`src/rtl/lfls_pkg.sv`:
```
// ----------------------------------------------------------------------------
// lfls_pkg
// Shared constants and register codes for the line-follow lap steering unit.
// ----------------------------------------------------------------------------
package lfls_pkg;

  localparam int SAMPLE_BITS_DEF = 10;
  localparam int LAP_BITS_DEF    = 4;

  localparam int CRUISE_W  = 8;
  localparam int DUTY_W    = 8;
  localparam int SPEED_W   = 10;
  localparam int CFG_IDX_W = 3;

  localparam int CW_OFFSET   = 22;
  localparam int CW_DEC      = 1;
  localparam int ACW_OFFSET  = 6;
  localparam int ACW_DEC     = 6;
  localparam int SPEED_RESET = 100;
  localparam int DUTY_TOP    = 255;

  localparam int CRUISE_RST    = 85;
  localparam int CLOCKWISE_RST = 1;
  localparam int REF_RST       = 0;
  localparam int LAP_LIMIT_RST = 2;
  localparam int OBSTACLE_RST  = 30;
  localparam int BLACK_RST     = 900;
  localparam int WHITE_RST     = 700;

  typedef enum logic [CFG_IDX_W-1:0] {
    REG_CRUISE    = 3'd0,
    REG_CLOCKWISE = 3'd1,
    REG_LEFT_REF  = 3'd2,
    REG_RIGHT_REF = 3'd3,
    REG_LAP_LIMIT = 3'd4,
    REG_OBSTACLE  = 3'd5,
    REG_BLACK     = 3'd6,
    REG_WHITE     = 3'd7
  } cfg_reg_e;

endpackage

```
`src/rtl/lfls_cfg.sv`:
```
// ----------------------------------------------------------------------------
// lfls_cfg
// Configuration register file, one write beat per cycle.
// ----------------------------------------------------------------------------
module lfls_cfg #(
  parameter int SAMPLE_BITS = lfls_pkg::SAMPLE_BITS_DEF,
  parameter int LAP_BITS    = lfls_pkg::LAP_BITS_DEF
) (
  input  logic                               clk_i,
  input  logic                               rst_ni,
  input  logic                               we_i,
  input  logic [lfls_pkg::CFG_IDX_W-1:0]     idx_i,
  input  logic [SAMPLE_BITS-1:0]             wdata_i,
  output logic [lfls_pkg::CRUISE_W-1:0]      cruise_o,
  output logic                               clockwise_o,
  output logic [SAMPLE_BITS-1:0]             left_ref_o,
  output logic [SAMPLE_BITS-1:0]             right_ref_o,
  output logic [LAP_BITS-1:0]                lap_limit_o,
  output logic [SAMPLE_BITS-1:0]             obstacle_o,
  output logic [SAMPLE_BITS-1:0]             black_o,
  output logic [SAMPLE_BITS-1:0]             white_o
);

  logic [lfls_pkg::CRUISE_W-1:0] cruise_q;
  logic                          clockwise_q;
  logic [SAMPLE_BITS-1:0]        left_ref_q;
  logic [SAMPLE_BITS-1:0]        right_ref_q;
  logic [LAP_BITS-1:0]           lap_limit_q;
  logic [SAMPLE_BITS-1:0]        obstacle_q;
  logic [SAMPLE_BITS-1:0]        black_q;
  logic [SAMPLE_BITS-1:0]        white_q;

  always_ff @(posedge clk_i or negedge rst_ni) begin
    if (!rst_ni) begin
      cruise_q    <= lfls_pkg::CRUISE_W'(lfls_pkg::CRUISE_RST);
      clockwise_q <= 1'(lfls_pkg::CLOCKWISE_RST);
      left_ref_q  <= SAMPLE_BITS'(lfls_pkg::REF_RST);
      right_ref_q <= SAMPLE_BITS'(lfls_pkg::REF_RST);
      lap_limit_q <= LAP_BITS'(lfls_pkg::LAP_LIMIT_RST);
      obstacle_q  <= SAMPLE_BITS'(lfls_pkg::OBSTACLE_RST);
      black_q     <= SAMPLE_BITS'(lfls_pkg::BLACK_RST);
      white_q     <= SAMPLE_BITS'(lfls_pkg::WHITE_RST);
    end else if (we_i) begin
      unique case (lfls_pkg::cfg_reg_e'(idx_i))
        lfls_pkg::REG_CRUISE:    cruise_q    <= wdata_i[lfls_pkg::CRUISE_W-1:0];
        lfls_pkg::REG_CLOCKWISE: clockwise_q <= wdata_i[0];
        lfls_pkg::REG_LEFT_REF:  left_ref_q  <= wdata_i;
        lfls_pkg::REG_RIGHT_REF: right_ref_q <= wdata_i;
        lfls_pkg::REG_LAP_LIMIT: lap_limit_q <= wdata_i[LAP_BITS-1:0];
        lfls_pkg::REG_OBSTACLE:  obstacle_q  <= wdata_i;
        lfls_pkg::REG_BLACK:     black_q     <= wdata_i;
        lfls_pkg::REG_WHITE:     white_q     <= wdata_i;
        default: ;
      endcase
    end
  end

  assign cruise_o    = cruise_q;
  assign clockwise_o = clockwise_q;
  assign left_ref_o  = left_ref_q;
  assign right_ref_o = right_ref_q;
  assign lap_limit_o = lap_limit_q;
  assign obstacle_o  = obstacle_q;
  assign black_o     = black_q;
  assign white_o     = white_q;

endmodule

```
`src/rtl/lfls_core.sv`:
```
// ----------------------------------------------------------------------------
// lfls_core
// Steering and lap state with the per-beat update and result encoding.
// ----------------------------------------------------------------------------
module lfls_core #(
  parameter int SAMPLE_BITS = lfls_pkg::SAMPLE_BITS_DEF,
  parameter int LAP_BITS    = lfls_pkg::LAP_BITS_DEF
) (
  input  logic                          clk_i,
  input  logic                          rst_ni,
  input  logic                          step_i,
  input  logic [SAMPLE_BITS-1:0]        left_sample_i,
  input  logic [SAMPLE_BITS-1:0]        right_sample_i,
  input  logic [SAMPLE_BITS-1:0]        obstacle_distance_i,
  input  logic [lfls_pkg::CRUISE_W-1:0] cruise_i,
  input  logic                          clockwise_i,
  input  logic [SAMPLE_BITS-1:0]        left_ref_i,
  input  logic [SAMPLE_BITS-1:0]        right_ref_i,
  input  logic [LAP_BITS-1:0]           lap_limit_i,
  input  logic [SAMPLE_BITS-1:0]        obstacle_i,
  input  logic [SAMPLE_BITS-1:0]        black_i,
  input  logic [SAMPLE_BITS-1:0]        white_i,
  output logic                          left_forward_o,
  output logic                          right_forward_o,
  output logic [lfls_pkg::DUTY_W-1:0]   left_duty_o,
  output logic [lfls_pkg::DUTY_W-1:0]   right_duty_o,
  output logic [LAP_BITS-1:0]           laps_done_o,
  output logic                          stopped_for_good_o,
  output logic                          halted_o,
  output logic [LAP_BITS-1:0]           lap_count_o
);

  localparam int SW1 = SAMPLE_BITS + 1;
  localparam int SPW = lfls_pkg::SPEED_W;

  typedef logic signed [SPW-1:0] speed_t;

  speed_t              left_speed_q, left_speed_d;
  speed_t              right_speed_q, right_speed_d;
  logic [LAP_BITS-1:0] lap_q, lap_d;
  logic                lb_q, lb_d, rb_q, rb_d, lw_q, lw_d, rw_q, rw_d;
  logic                halted_q, halted_d;

  logic [SW1-1:0] lv, rv, lref, rref;
  logic           stop;
  speed_t         cruise;
  speed_t         l_out, r_out;
  speed_t         l_mag, r_mag;

  function automatic speed_t lower(speed_t s, speed_t dec);
    return (s > 0) ? speed_t'(s - dec) : '0;
  endfunction

  always_comb begin
    lv     = SW1'(left_sample_i);
    rv     = SW1'(right_sample_i);
    lref   = SW1'(left_ref_i);
    rref   = SW1'(right_ref_i);
    cruise = speed_t'({2'b00, cruise_i});

    left_speed_d  = left_speed_q;
    right_speed_d = right_speed_q;
    lap_d         = lap_q;
    lb_d          = lb_q;
    rb_d          = rb_q;
    lw_d          = lw_q;
    rw_d          = rw_q;
    halted_d      = halted_q;
    stop          = 1'b1;

    if (halted_q || obstacle_distance_i <= obstacle_i) begin
      stop = 1'b1;
    end else if (lap_q >= lap_limit_i) begin
      halted_d = 1'b1;
    end else begin
      stop = 1'b0;
      lb_d = lb_q | (left_sample_i > black_i);
      rb_d = rb_q | (right_sample_i > black_i);
      if (lb_d && rb_d) begin
        lw_d = lw_q | (left_sample_i < white_i);
        rw_d = rw_q | (right_sample_i < white_i);
        if (lw_d && rw_d) begin
          lap_d = lap_q + 1'b1;
          lb_d  = 1'b0;
          rb_d  = 1'b0;
          lw_d  = 1'b0;
          rw_d  = 1'b0;
        end
      end
      left_speed_d  = cruise;
      right_speed_d = cruise;
      if (clockwise_i) begin
        if (lv + SW1'(lfls_pkg::CW_OFFSET) <= lref) begin
          left_speed_d = lower(left_speed_q, speed_t'(lfls_pkg::CW_DEC));
        end else if (rv >= rref + SW1'(lfls_pkg::CW_OFFSET)) begin
          right_speed_d = lower(right_speed_q, speed_t'(lfls_pkg::CW_DEC));
        end
      end else begin
        if (rv + SW1'(lfls_pkg::ACW_OFFSET) <= rref) begin
          right_speed_d = lower(right_speed_q, speed_t'(lfls_pkg::ACW_DEC));
        end else if (lv >= lref + SW1'(lfls_pkg::ACW_OFFSET)) begin
          left_speed_d = lower(left_speed_q, speed_t'(lfls_pkg::ACW_DEC));
        end
      end
    end

    l_out = stop ? '0 : left_speed_d;
    r_out = stop ? '0 : right_speed_d;
    l_mag = (l_out < 0) ? speed_t'(-l_out) : l_out;
    r_mag = (r_out < 0) ? speed_t'(-r_out) : r_out;

    left_forward_o     = (l_out >= 0);
    right_forward_o    = (r_out >= 0);
    left_duty_o        = lfls_pkg::DUTY_W'(lfls_pkg::DUTY_TOP) - l_mag[lfls_pkg::DUTY_W-1:0];
    right_duty_o       = lfls_pkg::DUTY_W'(lfls_pkg::DUTY_TOP) - r_mag[lfls_pkg::DUTY_W-1:0];
    laps_done_o        = lap_d;
    stopped_for_good_o = halted_d;
  end

  always_ff @(posedge clk_i or negedge rst_ni) begin
    if (!rst_ni) begin
      left_speed_q  <= speed_t'(lfls_pkg::SPEED_RESET);
      right_speed_q <= speed_t'(lfls_pkg::SPEED_RESET);
      lap_q         <= '0;
      lb_q          <= 1'b0;
      rb_q          <= 1'b0;
      lw_q          <= 1'b0;
      rw_q          <= 1'b0;
      halted_q      <= 1'b0;
    end else if (step_i) begin
      left_speed_q  <= left_speed_d;
      right_speed_q <= right_speed_d;
      lap_q         <= lap_d;
      lb_q          <= lb_d;
      rb_q          <= rb_d;
      lw_q          <= lw_d;
      rw_q          <= rw_d;
      halted_q      <= halted_d;
    end
  end

  assign halted_o    = halted_q;
  assign lap_count_o = lap_q;

endmodule

```
`src/rtl/line_follow_lap_steering_unit.sv`:
```
// ----------------------------------------------------------------------------
// line_follow_lap_steering_unit
// Line-follow steering with lap counting and obstacle stop.
// ----------------------------------------------------------------------------
// Accepts one sample beat per cycle and returns one result beat per sample.
// The sample lands in an input register, the steering and lap update run in
// a single combinational pass, and the result is held in an output register.
// Throughput is one beat per cycle, limited only by out_ready_i.
// Configuration writes are taken at once (cfg_ready_o is always high) and
// should be made while no beat is in flight.
module line_follow_lap_steering_unit #(
  parameter int SAMPLE_BITS = lfls_pkg::SAMPLE_BITS_DEF,
  parameter int LAP_BITS    = lfls_pkg::LAP_BITS_DEF
) (
  input  logic                           clk_i,
  input  logic                           rst_ni,
  input  logic                           in_valid_i,
  output logic                           in_ready_o,
  input  logic [SAMPLE_BITS-1:0]         left_sample_i,
  input  logic [SAMPLE_BITS-1:0]         right_sample_i,
  input  logic [SAMPLE_BITS-1:0]         obstacle_distance_i,
  output logic                           out_valid_o,
  input  logic                           out_ready_i,
  output logic                           left_forward_o,
  output logic                           right_forward_o,
  output logic [lfls_pkg::DUTY_W-1:0]    left_duty_o,
  output logic [lfls_pkg::DUTY_W-1:0]    right_duty_o,
  output logic [LAP_BITS-1:0]            laps_done_o,
  output logic                           stopped_for_good_o,
  input  logic                           cfg_valid_i,
  output logic                           cfg_ready_o,
  input  logic [lfls_pkg::CFG_IDX_W-1:0] cfg_index_i,
  input  logic [SAMPLE_BITS-1:0]         cfg_wdata_i
);

  logic [lfls_pkg::CRUISE_W-1:0] cruise;
  logic                          clockwise;
  logic [SAMPLE_BITS-1:0]        left_ref, right_ref, obstacle, black, white;
  logic [LAP_BITS-1:0]           lap_limit;

  logic                   s1_valid_q;
  logic [SAMPLE_BITS-1:0] s1_left_q, s1_right_q, s1_dist_q;
  logic                   advance, step;

  logic                        lf_d, rf_d, stop_d;
  logic [lfls_pkg::DUTY_W-1:0] ld_d, rd_d;
  logic [LAP_BITS-1:0]         laps_d;
  logic                        halted;
  logic [LAP_BITS-1:0]         lap_count;

  logic                        out_valid_q;
  logic                        lf_q, rf_q, stop_q;
  logic [lfls_pkg::DUTY_W-1:0] ld_q, rd_q;
  logic [LAP_BITS-1:0]         laps_q;

  assign cfg_ready_o = 1'b1;

  lfls_cfg #(
    .SAMPLE_BITS(SAMPLE_BITS),
    .LAP_BITS   (LAP_BITS)
  ) u_cfg (
    .clk_i      (clk_i),
    .rst_ni     (rst_ni),
    .we_i       (cfg_valid_i),
    .idx_i      (cfg_index_i),
    .wdata_i    (cfg_wdata_i),
    .cruise_o   (cruise),
    .clockwise_o(clockwise),
    .left_ref_o (left_ref),
    .right_ref_o(right_ref),
    .lap_limit_o(lap_limit),
    .obstacle_o (obstacle),
    .black_o    (black),
    .white_o    (white)
  );

  assign advance    = !out_valid_q || out_ready_i;
  assign step       = s1_valid_q && advance;
  assign in_ready_o = !s1_valid_q || advance;

  always_ff @(posedge clk_i or negedge rst_ni) begin
    if (!rst_ni) begin
      s1_valid_q <= 1'b0;
    end else if (in_ready_o) begin
      s1_valid_q <= in_valid_i;
    end
  end

  always_ff @(posedge clk_i) begin
    if (in_ready_o && in_valid_i) begin
      s1_left_q  <= left_sample_i;
      s1_right_q <= right_sample_i;
      s1_dist_q  <= obstacle_distance_i;
    end
  end

  lfls_core #(
    .SAMPLE_BITS(SAMPLE_BITS),
    .LAP_BITS   (LAP_BITS)
  ) u_core (
    .clk_i              (clk_i),
    .rst_ni             (rst_ni),
    .step_i             (step),
    .left_sample_i      (s1_left_q),
    .right_sample_i     (s1_right_q),
    .obstacle_distance_i(s1_dist_q),
    .cruise_i           (cruise),
    .clockwise_i        (clockwise),
    .left_ref_i         (left_ref),
    .right_ref_i        (right_ref),
    .lap_limit_i        (lap_limit),
    .obstacle_i         (obstacle),
    .black_i            (black),
    .white_i            (white),
    .left_forward_o     (lf_d),
    .right_forward_o    (rf_d),
    .left_duty_o        (ld_d),
    .right_duty_o       (rd_d),
    .laps_done_o        (laps_d),
    .stopped_for_good_o (stop_d),
    .halted_o           (halted),
    .lap_count_o        (lap_count)
  );

  always_ff @(posedge clk_i or negedge rst_ni) begin
    if (!rst_ni) begin
      out_valid_q <= 1'b0;
    end else if (advance) begin
      out_valid_q <= s1_valid_q;
    end
  end

  always_ff @(posedge clk_i) begin
    if (step) begin
      lf_q   <= lf_d;
      rf_q   <= rf_d;
      ld_q   <= ld_d;
      rd_q   <= rd_d;
      laps_q <= laps_d;
      stop_q <= stop_d;
    end
  end

  assign out_valid_o        = out_valid_q;
  assign left_forward_o     = lf_q;
  assign right_forward_o    = rf_q;
  assign left_duty_o        = ld_q;
  assign right_duty_o       = rd_q;
  assign laps_done_o        = laps_q;
  assign stopped_for_good_o = stop_q;

  // halted result beat always carries the stop drive
  a_halt_stops: assert property (@(posedge clk_i) disable iff (!rst_ni)
    out_valid_o && stopped_for_good_o |->
      left_forward_o && right_forward_o &&
      left_duty_o == lfls_pkg::DUTY_W'(lfls_pkg::DUTY_TOP) &&
      right_duty_o == lfls_pkg::DUTY_W'(lfls_pkg::DUTY_TOP))
    else $error("halted beat without stop drive");

  a_halt_sticky: assert property (@(posedge clk_i) disable iff (!rst_ni)
    halted |=> halted)
    else $error("halt cleared without reset");

  a_lap_step: assert property (@(posedge clk_i) disable iff (!rst_ni)
    !step |=> lap_count == $past(lap_count))
    else $error("lap count moved without a beat");

  a_result_state: assert property (@(posedge clk_i) disable iff (!rst_ni)
    step |=> laps_done_o == lap_count && stopped_for_good_o == halted)
    else $error("result beat out of step with state");

endmodule

```
`config.mk`:
```
export PLATFORM = sky130hd
export DESIGN_NAME = line_follow_lap_steering_unit
export DESIGN_NICKNAME = d
export VERILOG_FILES = /design/src/rtl/lfls_pkg.sv /design/src/rtl/lfls_cfg.sv /design/src/rtl/lfls_core.sv /design/src/rtl/line_follow_lap_steering_unit.sv
export SDC_FILE = /design/constraint.sdc
export NUM_CORES = 1
export LEC_CHECK = 0
export ABC_AREA = 1
export BUFFER_PORTS_ARGS = -buffer_cell sky130_fd_sc_hd__buf_2
export CAP_MARGIN = 30
export CORE_MARGIN = 2
export CORE_UTILIZATION = 55
export DETAILED_ROUTE_END_ITERATION = 7
export GPL_TIMING_DRIVEN = 0
export HOLD_SLACK_MARGIN = 0.03
export PLACE_DENSITY = 0.74
export SYNTH_ARGS = -nofsm -noshare
export SYNTH_HDL_FRONTEND = slang
export SYNTH_SLANG_ARGS = --single-unit
```
`constraint.sdc`:
```
create_clock -name clk_i -period 4.3 [get_ports clk_i]
set_clock_uncertainty 0.15 [all_clocks]
set_input_delay 0.645 -clock clk_i [delete_from_list [all_inputs] [get_ports clk_i]]
set_output_delay 0.645 -clock clk_i [all_outputs]
set_load 0.05 [all_outputs]
```
==> results.tsv, run 1 <==
metric	value	unit
Post-Route Setup TNS	0	ps
routability congestion estimate	0.938	
via count	8558	
top achievable clock speed	256	MHz
most instantiated cells after synthesis	269 x nand2_1, 160 x inv_1, 105 x ha_1, 78 x o21ai_0, 68 x dfrtp_1	
flip-flop and latch count after synthesis	147	
Core ar.	0.0178	mm2
post-CTS setup buffer count	0	
final design instance area without fill	0.0112	mm2
hold violation count in the final report	0	
drt wl/cell	16.3	um
Final Slew Violations	0	
max-cap violations	0	
static leakage	0.00539	uW
width of the chip	139	um
category of the most critical setup path	reg -> reg	
dominant combinational cell family by area after synthesis	simple AND/OR/NAND/NOR gates	
most area-hungry cell type in the Yosys netlist	dfrtp_1	
total power per unit cell area	415	mW/mm2
initial antenna violation count	0	
I/O pin total	74	
net count of the mapped netlist	1351	
worst hold path type	in -> async	
setup repair after global routing missed its margin	false	
initial cell density of the core	55.8	%
half-perimeter wire length after placement	18600	um
status	finished, final reports clean	
count of flip-flops with a built-in enable after synthesis	53	
Worst Setup End Kind	flop	
post-synthesis sequential area ratio	39.9	%
post-cts repair resize count	0	
leading cell type by number of instances after synthesis	nand2_1	
remaining antenna violation count after routing	0	
number of global-route vias before repair	8329	
Antenna Diode Count	0	
Vias per Instance	5.58	
Worst Max-Slew Pin Slew	668	ps
number of violations reported at the end of detailed-routing iteration 0	679	
Placed Area	0.0107	mm2
type of element launching the critical path	flop	
DRT Pass-1 Iters	8	
vertical extent of the die	139	um
startpoint of the worst-slack reg-to-reg timing path	s1_right_q[1]$_DFFE_PP_	
Async SR Flop Fraction	63.9	%
CTS HTree Levels	4	
number of different library cells in the post-synthesis netlist	52	
CTS Root Cell	clkbuf_16	
R2R Path End	right_duty_o[2]$_DFFE_PP_	
maximum number of pins on one net before global-route repair	49	
Worst Path Arrival	3940	ps
top cells by area in the synthesized netlist	dfrtp_1 17%, edfxtp_1 16%, ha_1 13%	
first-pass GRT wire length	40800	um
filler instances	1457	
Post-Synthesis Cells	1198	
number of hold buffers added after CTS	0	
overall track demand over capacity in global routing	26.6	%
Post-Synthesis Mean Instance Area	8.31	um2
latest clock arrival within the worst-skew pair	430	ps
Post-Syn Area	0.00995	mm2
dominant register cell in the synthesized netlist	dfrtp_1	
total die area	0.0192	mm2
Rows	49	
fraction of final layout cells sized beyond drive strength 1	16.1	%
post-layout minimum cycle time	3900	ps
total DRC errors in the routed layout	0	
number of CTS-inserted buffers	17	
reg2reg setup slack	400	ps
# port buffers	72	
complex-gate fraction of the synthesized area	12.1	%
clock tree from TritonCTS	built	
ratio of final minimum period to clock period	90.8	%
area growth from synthesis to final layout	13.0	%
slew margin rel.	55.5	%
Net count, final	1445	
depth of the worst register-to-register path	21	
Layout Utilization	63.0	%
post-synthesis xor/xnor area fraction	3.87	%
total detailed-routing wirelength	25000	um
total grt overflow	0	
synthesized-area fraction occupied by and/or/nand/nor cells	22.7	%
synth warn	0	
adder-cell share of the synthesized area	13.2	%
clock-pin slew on the worst setup and hold paths	60	ps
proportion of netlist area held by the largest area contributor	17.1	%
required time at the endpoint of the critical path	4330	ps
post-synthesis mux area share	0	%
buffer depth of the longest clock path	2	
sinks on the clock net	147	
worst supply voltage drop on vdd	408	uV
total of endpoints with negative setup slack in the final report	0	
highest net fanout along the worst path	9	
-- registers in the layout (all words and copies together) (netlist names), 4 cells and up, named ones only --
register	count
u_cfg.obstacle_o	10
u_core.left_speed_q	9
u_core.right_speed_q	9
u_cfg.black_o	10
u_cfg.white_o	10
u_cfg.left_ref_o	10
u_core.lap_count_o	4
u_cfg.cruise_o	8
u_cfg.right_ref_o	10
s1_dist_q	10
s1_left_q	10
left_duty_o	8
u_cfg.lap_limit_o	4
s1_right_q	10
right_duty_o	8
laps_done_o	4
-- routing by layer --
metal  up-vias  wire [um]  global-route usage, %
li1       4198          -                      -
met1      4014      10900                   35.6
met2       301      11900                   44.1
met3        45       1630                   4.33
met5         -          0                      0
met4         0        508                   8.97
-- layout make-up --
type,instances,area [um2],area share [%]
multi-input cells,847,5170,45.9
plain buffers,25,131,1.17
clock inverters,14,141,1.26
flip-flops and latches,147,3980,35.4
well taps,229,287,2.55
repair buffers,75,438,3.89
clock buffers,18,429,3.82
inverters,179,679,6.04
-- how the worst max path moves through the flow --
stage	endpoint	startpoint	slack (ps)	cells past startpoint
floorplan	left_duty_o[2]$_DFFE_PP_	u_cfg.left_ref_o[1]$_DFFE_PN0P_	980	21
global placement	right_duty_o[2]$_DFFE_PP_	s1_right_q[1]$_DFFE_PP_	560	21
detailed placement	right_duty_o[2]$_DFFE_PP_	s1_right_q[1]$_DFFE_PP_	500	21
CTS	right_duty_o[2]$_DFFE_PP_	s1_right_q[1]$_DFFE_PP_	450	21
global route	left_duty_o[2]$_DFFE_PP_	u_cfg.left_ref_o[1]$_DFFE_PN0P_	110	21
finish	right_duty_o[2]$_DFFE_PP_	s1_right_q[1]$_DFFE_PP_	400	21
-- layout by cell type (no fill, tap or decap), types with 7 or more instances in the layout --
| cell | instances |
|---|---|
| a21oi_1 | 54 |
| buf_2 | 77 |
| clkbuf_1 | 12 |
| clkbuf_16 | 17 |
| dfrtp_1 | 68 |
| dfstp_2 | 26 |
| edfxtp_1 | 53 |
| ha_1 | 105 |
| inv_1 | 160 |
| inv_2 | 15 |
| nand2_1 | 269 |
| nand2_2 | 10 |
| nand3_1 | 64 |
| nand3_2 | 7 |
| nand4_1 | 30 |
| nor2_1 | 60 |
| nor3_1 | 17 |
| o211ai_1 | 17 |
| o21ai_0 | 78 |
| o21ai_1 | 35 |
| xnor2_1 | 8 |
| xor2_1 | 36 |
-- report_power, final --
group	leakage [uW]	switching, uW	total (uW)	internal [uW]
Clock	0.000283	658	1470	816
Combinational	0.00357	903	1400	498
Sequential	0.00154	150	1790	1640
-- worst max-delay path, cell delays in order, from the launching register on --
cell and delay (ps):
edfxtp_1 460, inv_1 130, ha_1 260, nor4_1 420, nand2_1 110, xor2_1 140
inv_1 50, ha_1 270, nand2_1 50, inv_1 60, nand2_1 70, nor2_1 140
nand4_2 250, nand2_4 210, inv_4 90, nand2_1 60, nand3_1 80, nand3_1 220
ha_1 180, inv_1 50, a21oi_1 140, nor2_1 60
-- per-stage QoR --
stage | total power [uW] | instances | hold slack, ps | setup slack (ps)
after floorplan | 2780 | 1198 | 199 | 982
after global placement | 3110 | 1499 | 314 | 558
after detailed placement | 3180 | 1502 | 328 | 499
after CTS | 4670 | 1534 | 109 | 452
after global routing | 4940 | 1534 | 142 | 110
final | 4670 | 1534 | 85.6 | 395
-- logic make-up (layout without fill, tap and decap cells) --
group,after synthesis,after routing
flip-flops,147,147
adder cells (fa/ha/maj),105,105
other,1,1
AO/OA/AOI/OAI,211,211
AND/OR/NAND/NOR,486,486
XOR/XNOR,44,44
buffers and inverters,204,311
No activity file was read; power rests on OpenSTA's default activity.
==> run 2: changes to the inputs <==
--- a/config.mk
+++ b/config.mk
@@ -14,6 +14,7 @@
 export GPL_TIMING_DRIVEN = 0
 export HOLD_SLACK_MARGIN = 0.03
 export PLACE_DENSITY = 0.74
+export SKIP_CTS_REPAIR_TIMING = 1
 export SYNTH_ARGS = -nofsm -noshare
 export SYNTH_HDL_FRONTEND = slang
 export SYNTH_SLANG_ARGS = --single-unit
==> constraint.sdc (replaced) <==
create_clock -name clk_i -period 3.8 [get_ports clk_i]
set_clock_uncertainty 0.15 [all_clocks]
set_input_delay 0.57 -clock clk_i [delete_from_list [all_inputs] [get_ports clk_i]]
set_output_delay 0.57 -clock clk_i [all_outputs]
set_load 0.05 [all_outputs]
==> run 2 against run 1 <==
Net effect: critical path depth decreased by 1; register-to-register slack got worse by 200 ps; global-route usage unchanged; count of clock-buffer cells in the layout unchanged; clock power increased by 14%; power increased by 15%; critical endpoint unchanged; largest power group unchanged.
==> results.tsv, run 2 (same netlist as run 1, synthesis figures left out) <==
metric	value	unit
total grt overflow	0	
highest net fanout along the worst path	5	
latest clock arrival within the worst-skew pair	440	ps
DRT Pass-1 Iters	7	
clock tree from TritonCTS	built	
drt wl/cell	16.4	um
minimum hold slack	3.26	ps
Vias per Instance	5.57	
top achievable clock speed	277	MHz
sinks on the clock net	147	
I/O pin total	74	
filler instances	1430	
category of the most critical setup path	reg -> reg	
Core ar.	0.0178	mm2
number of CTS-inserted buffers	17	
number of global-route vias before repair	8329	
CTS HTree Levels	4	
hold violation count in the final report	0	
status	finished, final reports clean	
Antenna Diode Count	0	
static leakage	0.00547	uW
first-pass GRT wire length	40800	um
half-perimeter wire length after placement	18600	um
area growth from synthesis to final layout	15.4	%
Worst Max-Slew Pin Slew	663	ps
Worst Setup End Kind	flop	
initial cell density of the core	55.8	%
Design Power	5350	uW
clock-pin slew on the worst setup and hold paths	70	ps
most common cell after layout, fill and taps aside	nand2_1	
number of violations reported at the end of detailed-routing iteration 0	664	
total die area	0.0192	mm2
remaining antenna violation count after routing	0	
leading cell types in the layout, fill and taps excluded	268 x nand2_1, 159 x inv_1, 102 x ha_1	
Net count, final	1462	
worst supply voltage drop on vdd	461	uV
routability congestion estimate	0.938	
Worst Path Arrival	3640	ps
total power per unit cell area	466	mW/mm2
Rows	49	
Crit-path slowest cell	edfxtp_1	
total detailed-routing wirelength	25400	um
type of element launching the critical path	flop	
initial antenna violation count	0	
ratio of final minimum period to clock period	94.9	%
fraction of final layout cells sized beyond drive strength 1	18.7	%
buffer depth of the longest clock path	2	
# port buffers	72	
Final Slew Violations	0	
maximum number of pins on one net before global-route repair	49	
post-layout minimum cycle time	3610	ps
width of the chip	139	um
worst hold path type	in -> async	
Post-Route Setup TNS	0	ps
total of endpoints with negative setup slack in the final report	0	
critical-path cell list	inv_2 > ha_2 > inv_1 > a21oi_2 > nor2_2 > nand4_1 > xor2_1 > ha_1 > nand2_1 > nor3_2 > nand3_4 > buf_12 > buf_4 > nand4_1 > nand3_2 > nand3_2 > ha_1 > inv_1 > a21oi_1 > nor2_1	
total DRC errors in the routed layout	0	
required time at the endpoint of the critical path	3840	ps
Largest stage delay, worst path	470	ps
slew margin rel.	55.8	%
overall track demand over capacity in global routing	26.6	%
max-cap violations	0	
vertical extent of the die	139	um
via count	8643	
CTS Root Cell	clkbuf_16	
run 2: cell types whose count changed in the layout (fill, tap and decap cells not counted), moves of 2 or more:
| cell | change |
|---|---|
| ha_2 | +3 |
| nor2_2 | +2 |
| nor2_1 | -3 |
| ha_1 | -3 |
| nand3_1 | -5 |
| nor3_2 | +3 |
| nor3_1 | -3 |
| nand3_2 | +4 |
| buf_4 | +16 |
run 2: worst max-delay path, delay by kind of cell (launching register included):
family | cells | cell delay [ps]
adder cells (fa/ha/maj) | 3 | 650
flip-flops | 1 | 470
buffers and inverters | 5 | 470
XOR/XNOR | 1 | 210
AO/OA/AOI/OAI | 2 | 210
AND/OR/NAND/NOR | 9 | 1180
run 2: layout make-up:
class,count,area [um2],share of cell area (%)
Timing Repair Buffer,92,578,5.03
Inverter,179,679,5.92
Tap cell,229,287,2.50
Clock inverter,14,141,1.23
Buffer,25,131,1.14
Sequential cell,147,3980,34.6
Clock buffer,18,429,3.74
Multi-Input combinational cell,847,5260,45.8
run 2: power breakdown:
group / internal [uW] / leakage, uW / switching [uW]
logic: 594 / 0.00364 / 1050
registers: 1860 / 0.00154 / 171
clock network: 924 / 0.000283 / 752
total: 3380 / 0.00547 / 1980
run 2: final timing paths:
path	depth (start not counted)	start	end	slack, ps
worst max-delay path	20	s1_left_q[1]$_DFFE_PP_	right_duty_o[2]$_DFFE_PP_	190
worst min-delay path	1	rst_ni	u_cfg.left_ref_o[9]$_DFFE_PN0P_	3
worst max register to register	20	s1_left_q[1]$_DFFE_PP_	right_duty_o[2]$_DFFE_PP_	190
worst min register to register	2	u_cfg.right_ref_o[4]$_DFFE_PN0P_	u_cfg.right_ref_o[4]$_DFFE_PN0P_	340
max in group asynchronous	2	rst_ni	u_core.right_speed_q[6]$_DFFE_PN1P_	2760
min in group clk_i	1	right_sample_i[4]	s1_right_q[4]$_DFFE_PP_	150
run 2: layer usage:
layer  vias up  part of all wire, %  track usage [%]
li1       4229                    -                -
met5         -                    0                0
met2       280                   48             44.1
met4         0                  2.0             8.97
met1      4089                   44             35.6
met3        45                  5.7             4.33
run 2: through the flow:
stage / util, % / setup WS [ps] / area, um2 / std cells
after floorplan: - / 482 / 9950 / 1198
after global placement: 59.4 / 58.2 / 10600 / 1499
after detailed placement: 59.8 / -1.20 / 10700 / 1502
after CTS: 63.0 / -48.3 / 11200 / 1534
after global routing: 64.4 / -30.1 / 11500 / 1551
final: 64.4 / 192 / 11500 / 1551
